[src/rtl/tssa_pkg.sv]
package tssa_pkg;

    // Width of the capacity register and of both stack counters.
    localparam int CAP_W = 7;

    // Width of the streamed element fields.
    localparam int ITEM_W = 32;

    typedef enum logic [2:0] {
        CMD_PUSH_ONE = 3'd0,
        CMD_PUSH_TWO = 3'd1,
        CMD_POP_ONE  = 3'd2,
        CMD_POP_TWO  = 3'd3,
        CMD_DUMP_ONE = 3'd4,
        CMD_DUMP_TWO = 3'd5
    } cmd_t;

    typedef enum logic [1:0] {
        ST_OK    = 2'd0,
        ST_FULL  = 2'd1,
        ST_EMPTY = 2'd2
    } status_t;

    typedef enum logic [1:0] {
        S_IDLE = 2'b01,
        S_WALK = 2'b10
    } state_t;

    // Write and read requests from the control logic to the store.
    typedef struct packed {
        logic wr_en;
        logic rd_en;
    } mem_req_t;

endpackage

[src/rtl/tssa_store.sv]
module tssa_store
    import tssa_pkg::*;
#(
    parameter int DEPTH      = 64,
    parameter int DATA_WIDTH = 32
) (
    input  logic                         aclk,
    input  mem_req_t                     req,
    input  logic [$clog2(DEPTH)-1:0]     wr_addr,
    input  logic [DATA_WIDTH-1:0]        wr_data,
    input  logic [$clog2(DEPTH)-1:0]     rd_addr,
    output logic [DATA_WIDTH-1:0]        rd_data
);

    logic [DATA_WIDTH-1:0] mem [DEPTH];
    logic [DATA_WIDTH-1:0] rd_data_reg;

    // Simple dual-port store; the read data holds while no read is issued.
    always_ff @(posedge aclk) begin
        if (req.wr_en) begin
            mem[wr_addr] <= wr_data;
        end
        if (req.rd_en) begin
            rd_data_reg <= mem[rd_addr];
        end
    end

    assign rd_data = rd_data_reg;

endmodule

[src/rtl/two_stack_shared_array_top.sv]
// Channel  | Direction | Signals                          | Contents
// s_       | in        | s_tvalid s_tready s_tdata s_tuser | value, command
// m_       | out       | m_tvalid m_tready m_tdata m_tuser | data, status; m_tlast = last
// cfg_     | in        | cfg_valid cfg_ready cfg_data      | capacity
//
// A push, a refused push and any empty pop or dump are answered from the idle
// state. A pop or a dump reads the store through its single registered read
// port and then walks, moving each element to the output register and issuing
// any further read. Reset is synchronous and active low; it empties both stacks
// and sets the capacity to DEPTH, while the store contents stay undefined. A
// stall on the result side holds the walk; an input item is taken only while
// the output register is empty or its result leaves in that same cycle.
module two_stack_shared_array_top
    import tssa_pkg::*;
#(
    parameter int DEPTH      = 64,
    parameter int DATA_WIDTH = 32
) (
    input  logic              aclk,
    input  logic              aresetn,

    input  logic              s_tvalid,
    output logic              s_tready,
    input  logic [31:0]       s_tdata,   // [31:0] value
    input  logic [2:0]        s_tuser,   // [2:0] command

    output logic              m_tvalid,
    input  logic              m_tready,
    output logic [31:0]       m_tdata,   // [31:0] data
    output logic [1:0]        m_tuser,   // [1:0] status
    output logic              m_tlast,

    input  logic              cfg_valid,
    output logic              cfg_ready,
    input  logic [CAP_W-1:0]  cfg_data
);

    localparam int AW    = $clog2(DEPTH);
    // Common width for moving elements between the 32-bit ports and the store.
    localparam int EXT_W = (DATA_WIDTH > ITEM_W) ? DATA_WIDTH : ITEM_W;

    state_t              state_reg, state_next;
    logic [CAP_W-1:0]    capacity_reg, capacity_next;
    logic [CAP_W-1:0]    count_one_reg, count_one_next;
    logic [CAP_W-1:0]    count_two_reg, count_two_next;
    // Walk state: next address to read, reads still to issue, and whether
    // the read in flight is the last element of the pop or dump.
    logic [AW-1:0]       addr_reg, addr_next;
    logic [CAP_W-1:0]    left_reg, left_next;
    logic                rd_last_reg, rd_last_next;
    logic                step_up_reg, step_up_next;

    logic                m_valid_reg, m_valid_next;
    logic [31:0]         m_data_reg, m_data_next;
    status_t             m_status_reg, m_status_next;
    logic                m_last_reg, m_last_next;

    mem_req_t            req;
    logic [AW-1:0]       wr_addr;
    logic [AW-1:0]       rd_addr;
    logic [DATA_WIDTH-1:0] rd_data;
    logic [DATA_WIDTH-1:0] wr_data;
    logic [EXT_W-1:0]    in_ext;
    logic [EXT_W-1:0]    rd_ext;

    logic                out_free;
    logic                in_acc;
    logic                cfg_acc;
    logic [CAP_W:0]      total;
    cmd_t                cmd;
    logic [CAP_W-1:0]    cap_clamped;
    logic [CAP_W-1:0]    top_one;
    logic [CAP_W-1:0]    top_two;

    tssa_store #(
        .DEPTH      (DEPTH),
        .DATA_WIDTH (DATA_WIDTH)
    ) u_store (
        .aclk    (aclk),
        .req     (req),
        .wr_addr (wr_addr),
        .wr_data (wr_data),
        .rd_addr (rd_addr),
        .rd_data (rd_data)
    );

    // Elements are zero-extended or cut to the store width and back.
    assign in_ext  = EXT_W'(s_tdata);
    assign wr_data = in_ext[DATA_WIDTH-1:0];
    assign rd_ext  = EXT_W'(rd_data);

    // The output register can take a new result when empty or being drained.
    assign out_free  = !m_valid_reg || m_tready;
    assign s_tready  = (state_reg == S_IDLE) && out_free;
    assign cfg_ready = (state_reg == S_IDLE);
    assign in_acc    = s_tvalid && s_tready;
    assign cfg_acc   = cfg_valid && cfg_ready;
    assign cmd       = cmd_t'(s_tuser);
    assign total     = {1'b0, count_one_reg} + {1'b0, count_two_reg};

    // Top elements: stack one at count_one - 1, stack two at capacity - count_two.
    assign top_one = count_one_reg - CAP_W'(1);
    assign top_two = capacity_reg - count_two_reg;

    always_comb begin
        if (cfg_data == '0) begin
            cap_clamped = CAP_W'(1);
        end else if (cfg_data > CAP_W'(DEPTH)) begin
            cap_clamped = CAP_W'(DEPTH);
        end else begin
            cap_clamped = cfg_data;
        end
    end

    always_comb begin
        state_next     = state_reg;
        capacity_next  = capacity_reg;
        count_one_next = count_one_reg;
        count_two_next = count_two_reg;
        addr_next      = addr_reg;
        left_next      = left_reg;
        rd_last_next   = rd_last_reg;
        step_up_next   = step_up_reg;
        m_valid_next   = m_valid_reg && !m_tready;
        m_data_next    = m_data_reg;
        m_status_next  = m_status_reg;
        m_last_next    = m_last_reg;
        req            = '0;
        wr_addr        = AW'(count_one_reg);
        rd_addr        = addr_reg;

        case (state_reg)
            S_IDLE: begin
                if (in_acc) begin
                    case (cmd)
                        CMD_PUSH_ONE, CMD_PUSH_TWO: begin
                            m_valid_next = 1'b1;
                            m_data_next  = '0;
                            m_last_next  = 1'b1;
                            if (total >= {1'b0, capacity_reg}) begin
                                m_status_next = ST_FULL;
                            end else begin
                                m_status_next = ST_OK;
                                req.wr_en     = 1'b1;
                                if (cmd == CMD_PUSH_ONE) begin
                                    wr_addr        = AW'(count_one_reg);
                                    count_one_next = count_one_reg + CAP_W'(1);
                                end else begin
                                    wr_addr        = AW'(top_two - CAP_W'(1));
                                    count_two_next = count_two_reg + CAP_W'(1);
                                end
                            end
                        end
                        CMD_POP_ONE, CMD_DUMP_ONE: begin
                            if (count_one_reg == '0) begin
                                m_valid_next  = 1'b1;
                                m_data_next   = '0;
                                m_status_next = ST_EMPTY;
                                m_last_next   = 1'b1;
                            end else begin
                                req.rd_en    = 1'b1;
                                rd_addr      = AW'(top_one);
                                addr_next    = AW'(top_one) - AW'(1);
                                step_up_next = 1'b0;
                                state_next   = S_WALK;
                                if (cmd == CMD_POP_ONE) begin
                                    count_one_next = top_one;
                                    left_next      = '0;
                                    rd_last_next   = 1'b1;
                                end else begin
                                    left_next    = top_one;
                                    rd_last_next = (count_one_reg == CAP_W'(1));
                                end
                            end
                        end
                        CMD_POP_TWO, CMD_DUMP_TWO: begin
                            if (count_two_reg == '0) begin
                                m_valid_next  = 1'b1;
                                m_data_next   = '0;
                                m_status_next = ST_EMPTY;
                                m_last_next   = 1'b1;
                            end else begin
                                req.rd_en    = 1'b1;
                                rd_addr      = AW'(top_two);
                                addr_next    = AW'(top_two) + AW'(1);
                                step_up_next = 1'b1;
                                state_next   = S_WALK;
                                if (cmd == CMD_POP_TWO) begin
                                    count_two_next = count_two_reg - CAP_W'(1);
                                    left_next      = '0;
                                    rd_last_next   = 1'b1;
                                end else begin
                                    left_next    = count_two_reg - CAP_W'(1);
                                    rd_last_next = (count_two_reg == CAP_W'(1));
                                end
                            end
                        end
                        default: begin
                        end
                    endcase
                end
                if (cfg_acc) begin
                    capacity_next  = cap_clamped;
                    count_one_next = '0;
                    count_two_next = '0;
                end
            end
            S_WALK: begin
                // When the output register is free, the read data in the store register moves
                // to the output, and any further read is issued in the same cycle.
                if (out_free) begin
                    m_valid_next  = 1'b1;
                    m_data_next   = rd_ext[31:0];
                    m_status_next = ST_OK;
                    m_last_next   = rd_last_reg;
                    if (left_reg != '0) begin
                        req.rd_en    = 1'b1;
                        rd_addr      = addr_reg;
                        addr_next    = step_up_reg ? addr_reg + AW'(1) : addr_reg - AW'(1);
                        left_next    = left_reg - CAP_W'(1);
                        rd_last_next = (left_reg == CAP_W'(1));
                    end else begin
                        state_next = S_IDLE;
                    end
                end
            end
            default: begin
                state_next = S_IDLE;
            end
        endcase
    end

    always_ff @(posedge aclk) begin
        if (!aresetn) begin
            state_reg     <= S_IDLE;
            capacity_reg  <= CAP_W'(DEPTH);
            count_one_reg <= '0;
            count_two_reg <= '0;
            m_valid_reg   <= 1'b0;
        end else begin
            state_reg     <= state_next;
            capacity_reg  <= capacity_next;
            count_one_reg <= count_one_next;
            count_two_reg <= count_two_next;
            m_valid_reg   <= m_valid_next;
        end
    end

    always_ff @(posedge aclk) begin
        addr_reg     <= addr_next;
        left_reg     <= left_next;
        rd_last_reg  <= rd_last_next;
        step_up_reg  <= step_up_next;
        m_data_reg   <= m_data_next;
        m_status_reg <= m_status_next;
        m_last_reg   <= m_last_next;
    end

    assign m_tvalid = m_valid_reg;
    assign m_tdata  = m_data_reg;
    assign m_tuser  = m_status_reg;
    assign m_tlast  = m_last_reg;

endmodule
[config.mk]
export PLATFORM = sky130hd
export DESIGN_NAME = two_stack_shared_array_top
export DESIGN_NICKNAME = d
export VERILOG_FILES = /design/src/rtl/tssa_pkg.sv /design/src/rtl/tssa_store.sv /design/src/rtl/two_stack_shared_array_top.sv
export SDC_FILE = /design/constraint.sdc
export NUM_CORES = 2
export LEC_CHECK = 0
export BUFFER_PORTS_ARGS = -buffer_cell sky130_fd_sc_hd__buf_2
export CORE_MARGIN = 2
export CORE_UTILIZATION = 26
export CTS_BUF_LIST = sky130_fd_sc_hd__clkbuf_8
export DETAILED_ROUTE_END_ITERATION = 8
export SYNTH_ARGS = -nofsm -noshare
export SYNTH_HDL_FRONTEND = slang
export SYNTH_SLANG_ARGS = --single-unit
[constraint.sdc]
create_clock -name aclk -period 5.5 [get_ports aclk]
set_clock_uncertainty 0.15 [all_clocks]
set_input_delay 1.1 -clock aclk [delete_from_list [all_inputs] [get_ports aclk]]
set_output_delay 1.1 -clock aclk [all_outputs]
set_load 0.005 [all_outputs]
======== After elaboration in Yosys (flattened, before gate mapping) ========
Memories as Yosys holds them, arrays and structs flattened. A register that Yosys moved wholly into a read port is not among the register bits.
Cells that the tools add are included.
cells by class
  add/sub/neg operators ................... 12
  order comparisons ....................... 2
  equal/unequal tests ..................... 29
  mux-type cells .......................... 99
  reduce and logical (&&, ||, !) cells .... 27
operator list
  cell                 count
  $mux 7               21
  $mux 32              4
  $pmux 32 s3          1
  $mux 6               15
  $pmux 32 s2          1
  $pmux 7 s2           4
  $pmux 6 s2           3
  $ne 3x3->1 const B   11
  $mux 1               27
  $eq 7x1->1 const B   3
  $logic_not 7->1      3
  $reduce_and 7->1     3
  $sub 7x1->7 const B  3
  $mux 2               10
  $sub 6x1->6 const B  3
  $add 7x1->7 const B  2
  $pmux 1 s2           7
  $add 6x1->6 const B  2
  $pmux 2 s2           3
  $reduce_and 6->1     2
  $ne 2x2->1 const B   5
  $add 7x7->8          1
  $ge 8x7->1           1
  $gt 7x7->1 const B   1
  21 further kinds     33
storage, ports and cells
  register bits after elaboration ......... 74
  RAM bits ................................ 2,048
  output and inout port bits .............. 38
  memories ................................ 1
memories
  memory       depth  width  read ports  clocked after Yosys merged registers in  wr ports  RTL line          source
  u_store.mem  64     32     1           1                                        1         tssa_store.sv:15  logic [DATA_WIDTH-1:0] mem [DEPTH];

======== Longest topological paths before layout ========
  depth after elaboration ................. 8
  depth in mapped cells ................... 18

======== Hierarchy ========
Synthesis repeated with hierarchy kept, for this count alone.
second synthesis, totals
  cells, all modules ...................... 4,054
  area total of the unflattened synthesis .. 84,452.2 sq um
by module, submodules not included
  module                      instances  cells each  area an instance (sq um)  sequential area each (sq um)
  tssa_store                  1          3,511       79,359.9                  62,459.9
  two_stack_shared_array_top  1          543         5,092.4                   1,981.9

======== Worst setup path before layout ========
OpenSTA, ideal clock, no wires.
  path type ............................... flip-flop to flip-flop
  start ................................... reg count_two_reg[0]
  end ..................................... mem u_store.mem[55][0] (enable)
  library setup time ...................... 0.421 ns
  arrival ................................. 4.611 ns
  data required time ...................... 4.929 ns
  path slack .............................. 0.318 ns
  stages on the path, launching flop included .. 16
  clock period less this slack ............ 5.182 ns
  cells stage by stage .................... dfxtp_1 -> ha_1 -> fa_1 -> a21oi_1 -> nor2_1 -> nor2_1 -> o21bai_1 -> a21oi_1 -> xnor2_1 -> ha_1 -> or2_2 -> a221o_1 -> clkbuf_1 -> nor4_1 -> o21ai_1 -> nor2_1
between the ends
  longest elaborated chain between the ends .. 8
  elaborated cells between the ends (all ways) .. 15
  classes of those cells .................. 3 x add/sub; 1 x order compare; 11 x mux
RTL lines
  item                          RTL line                           source
  start, declared               two_stack_shared_array_top.sv:45   logic [CAP_W-1:0] count_two_reg, count_two_next;
  start signal, assigned        two_stack_shared_array_top.sv:244  count_two_reg <= count_two_next;
  $add 7x7->8                   two_stack_shared_array_top.sv:99   assign total = {1'b0, count_one_reg} + {1'b0, count_two_reg};
  $ge 8x7->1                    two_stack_shared_array_top.sv:140  if (total >= {1'b0, capacity_reg}) begin
  $mux 1                        two_stack_shared_array_top.sv:140
  $mux 1                        two_stack_shared_array_top.sv:135  case (cmd)
  $mux 2                        two_stack_shared_array_top.sv:134  if (in_acc) begin
  $mux 1                        two_stack_shared_array_top.sv:132  case (state_reg)
  $mux 1                        tssa_store.sv:20                   if (req.wr_en) begin
  $mux 1 (not written as such)  tssa_store.sv:21                   mem[wr_addr] <= wr_data;
  end, declared                 tssa_store.sv:15
Several ways; a longest one is shown, not always the timed one.

======== Worst setup path after layout ========
  start ................................... reg count_one_reg[0]
  end ..................................... reg u_store.rd_data_reg[28], in the netlist u_store.rd_data[28] (read register of u_store.mem) (data pin)
between the ends
  longest elaborated chain between the ends .. 5
  elaborated cells between the ends (all ways) .. 10
  classes of those cells .................. 1 x add/sub; 8 x mux; 1 x reduce/logical
RTL lines
  item                                            RTL line                                                              source
  start, declared                                 two_stack_shared_array_top.sv:44                                      logic [CAP_W-1:0] count_one_reg, count_one_next;
  start signal, assigned                          two_stack_shared_array_top.sv:243                                     count_one_reg <= count_one_next;
  $sub 7x1->7 or $logic_not 7->1 (tied branches)  two_stack_shared_array_top.sv:102, two_stack_shared_array_top.sv:155
  $mux 6 or $mux 1 (tied branches)                two_stack_shared_array_top.sv:155                                     if (count_one_reg == '0) begin
  $pmux 6 s2 or $pmux 1 s2 (tied branches)        two_stack_shared_array_top.sv:135
  $mux 6 or $mux 2 (tied branches)                two_stack_shared_array_top.sv:134
  $mux 6 or $pmux 1 s2 (tied branches)            --
  end, declared                                   tssa_store.sv:16                                                      logic [DATA_WIDTH-1:0] rd_data_reg;
Several ways; a longest one is shown, not always the timed one.
A chain may end at the register's enable or synchronous reset.

==> impl_metrics.env <==
export IMPL_overflow=0
export IMPL_crit_path_max_incr_delay_ps=990
export IMPL_whs_ps=246
export IMPL_synth_edff_count=2130
export IMPL_layout_min_cycle_time_ps=5280
export IMPL_synth_largest_area_cell="edfxtp_1"
export IMPL_tightest_slew_ps=1330
export IMPL_numCtsBuffers=364
export IMPL_wl_per_cell_um=25.8
export IMPL_synth_nets=5712
export IMPL_io_buffers=84
export IMPL_rsz0062_at_grt="false"
export IMPL_crit_type="reg -> reg"
export IMPL_first_pass_iters=5
export IMPL_finalHoldViolations=0
export IMPL_grt_pass1_vias=52300
export IMPL_cts_sinks=2154
export IMPL_clockPowerShare_pct=38.0
export IMPL_postRouteAntennaNets=0
export IMPL_synthesis_area_um2=85700
export IMPL_drc=0
export IMPL_cts_tree="done"
export IMPL_hold_buffers=0
export IMPL_reg2reg_depth=13
export IMPL_pin_count=85
export IMPL_worst_ep_required_time_ps=6160
export IMPL_yosys_area_top_type_share_pct=74.6
export IMPL_largest_reg_flops=2048
export IMPL_netlist_top_cells_area="edfxtp_1 (75%), nand2_1 (4.6%), mux2i_1 (3.3%)"
export IMPL_die_h_um=578
export IMPL_synth_cell_types=71
export IMPL_fin_setup_tns_ps=0
export IMPL_fin_nets=6186
export IMPL_reg2reg_from="count_one_reg[0]"
export IMPL_vias=54800
export IMPL_grt_max_degree=101
export IMPL_cts_resized=0
export IMPL_synth_ff_type="edfxtp_1"
export IMPL_ir_drop_v=0.000221
export IMPL_slew_headroom_pct=11.2
export IMPL_power_density_nw_per_um2=339
export IMPL_fin_util_pct=30.9
export IMPL_dieArea_um2=334000
export IMPL_clkLatencyLatePin_ps=1060
export IMPL_row_count=210
export IMPL_yosysWarnings=0
export IMPL_min_from="aresetn"
export IMPL_p_seq_share_pct=53.1
export IMPL_htreeDepth=5
export IMPL_antenna_found_initial=36
export IMPL_startpoint_type="flip-flop"
export IMPL_ys_async_sr_fraction_pct=0
export IMPL_arrival_ps=5950
export IMPL_cts_buffer_depth=4
export IMPL_drt_initial_drc_count=7331
export IMPL_dpl_hpwl_mm=167
export IMPL_cpMostUsedCell="buf_4"
export IMPL_cp_cell_sequence="buf_4, inv_1, ha_1, nor3b_1, xnor2_1, nor4_1, a221o_4, buf_12, buf_4, o41ai_1, a31oi_1, buf_4, o32a_1"
export IMPL_leakagePower_nw=33.6
export IMPL_fillerInstances=32000
export IMPL_r2r_end="u_store.rd_data[28]"
export IMPL_syn_area_per_cell_um2=15.2
export IMPL_cts_root_buf="clkbuf_8"
export IMPL_synth_seq_area_share_pct=75.2
export IMPL_synthCells=5624
export IMPL_p_sw_share_pct=24.6
export IMPL_clk_pin_slew_ps=70
export IMPL_place_congestion=0.860
export IMPL_drive_gt1_share_pct=17.3
export IMPL_r2r_setup_slack_ps=220
export IMPL_coreArea_um2=328000
export IMPL_slowest_stage="nor4_1"
export IMPL_drv_cap=0
export IMPL_crit_fanout=34
export IMPL_setup_viol=0
export IMPL_die_x_um=578
export IMPL_grt_usage_pct=16.0
export IMPL_drt_total_wl_mm=276
export IMPL_status="completed"
export IMPL_holdPathEnd="capacity_reg[6]"
export IMPL_p_sw_w=0.00845
export IMPL_intPower_w=0.0259
export IMPL_yosys_register_bits=2154
export IMPL_vias_per_cell=5.12
export IMPL_max_freq_mhz=189
export IMPL_finalMaxSlewViolations=0
export IMPL_start_util_pct=26.2
export IMPL_hold_path_class="in -> reg"
export IMPL_cts_setup_buffers=0
export IMPL_holdPathStages=2
export IMPL_grt_pass1_wl_mm=387
export IMPL_areaGrowthSynthToFinish_pct=18.2
export IMPL_final_cell_mix="edfxtp_1 (2130), nand2_1 (1035), clkbuf_8 (370)"
export IMPL_cp_end_kind="flip-flop"
export IMPL_fin_crit_sh_pct=96.0
export IMPL_layout_commonest_cell="edfxtp_1"
export IMPL_p_comb_share_pct=9.0
-- power groups by stage --
stage | clock network (W) | registers (W) | logic (W)
6_report | 0.0130 | 0.0182 | 0.00308
5_1_grt | 0.0139 | 0.0182 | 0.00325
4_1_cts | 0.0132 | 0.0182 | 0.00304
3_5_place_dp | 0 | 0.0186 | 0.00303
3_3_place_gp | 0 | 0.0186 | 0.00299
2_1_floorplan | 0 | 0.0185 | 0.00152
-- critical path: cells and delay by family, from the launching register on --
kind / cells / cell delay (ps)
AOI/OAI and AO/OA: 4 / 1460
xor gates and xnor gates: 1 / 240
adders and majority gates: 1 / 260
buffers and inverters: 5 / 1270
DFF: 1 / 320
and+or+nand+nor: 2 / 1230
-- Yosys cell counts, types with 75 or more instances --
| library cell | number |
|---|---|
| mux4_2 | 93 |
| a32oi_1 | 75 |
| mux2i_1 | 280 |
| nand2_1 | 1040 |
| edfxtp_1 | 2130 |
| o21ai_0 | 77 |
| a21oi_1 | 264 |
| clkbuf_1 | 229 |
| nand3_1 | 181 |
| and3_1 | 87 |
| a211oi_1 | 109 |
| nor2_1 | 134 |
| buf_2 | 82 |
| a31oi_1 | 94 |
-- area by class of cell --
cell class,instances,area [um2],area share (%)
Antenna cell,8,20.0,0.0198
Clock buffer,370,5090,5.02
Clock inverter,244,1310,1.29
Inverter,39,146,0.144
Multi-Input combinational cell,3075,20300,20.0
Sequential cell,2154,64400,63.6
Tap cell,4346,5440,5.37
Timing Repair Buffer,464,4590,4.53
-- cells by family after synthesis --
group / count (synthesis) / synth area share (%)
buffers and inverters: 395 / 2.01
DFF: 2154 / 75.2
adders and majority gates: 41 / 0.625
and+or+nand+nor: 1669 / 8.44
xor gates and xnor gates: 53 / 0.541
AOI/OAI and AO/OA: 934 / 7.43
muxes: 378 / 5.78
-- worst max path at each step --
| stage | depth (start not counted) | slack, ps | endpoint | start |
|---|---|---|---|---|
| 3_3_place_gp | 13 | 40 | u_store.rd_data[28] | s_tuser[2] |
| 2_1_floorplan | 15 | 320 | u_store.mem[55][0] | count_two_reg[0] |
| 6_report | 13 | 220 | u_store.rd_data[28] | count_one_reg[0] |
| 5_1_grt | 15 | 20 | u_store.mem[60][12] | count_two_reg[1] |
| 4_1_cts | 15 | 370 | u_store.mem[60][12] | count_two_reg[1] |
| 3_5_place_dp | 14 | -30 | u_store.rd_data[23] | s_tuser[2] |
-- layer usage --
layer / track usage (%) / wire (um) / vias to the layer above
li1: - / - / 22800
met3: 3.86 / 31100 / 516
met5: 0 / 103 / -
met2: 25.0 / 125000 / 3326
met4: 5.37 / 8630 / 16
met1: 21.7 / 111000 / 28100
-- per-stage QoR --
step | area [um2] | power, W | worst slack, ps | instances
6_report | 101000 | 0.0343 | 220 | 10700
5_1_grt | 101000 | 0.0354 | 23.2 | 10700
4_1_cts | 101000 | 0.0344 | 372 | 10700
3_5_place_dp | 94900 | 0.0216 | -29.7 | 10100
3_3_place_gp | 94900 | 0.0215 | 43.1 | 10100
2_1_floorplan | 85700 | 0.0200 | 318 | 5624
Note: power is estimated with default switching activity, not from simulation.
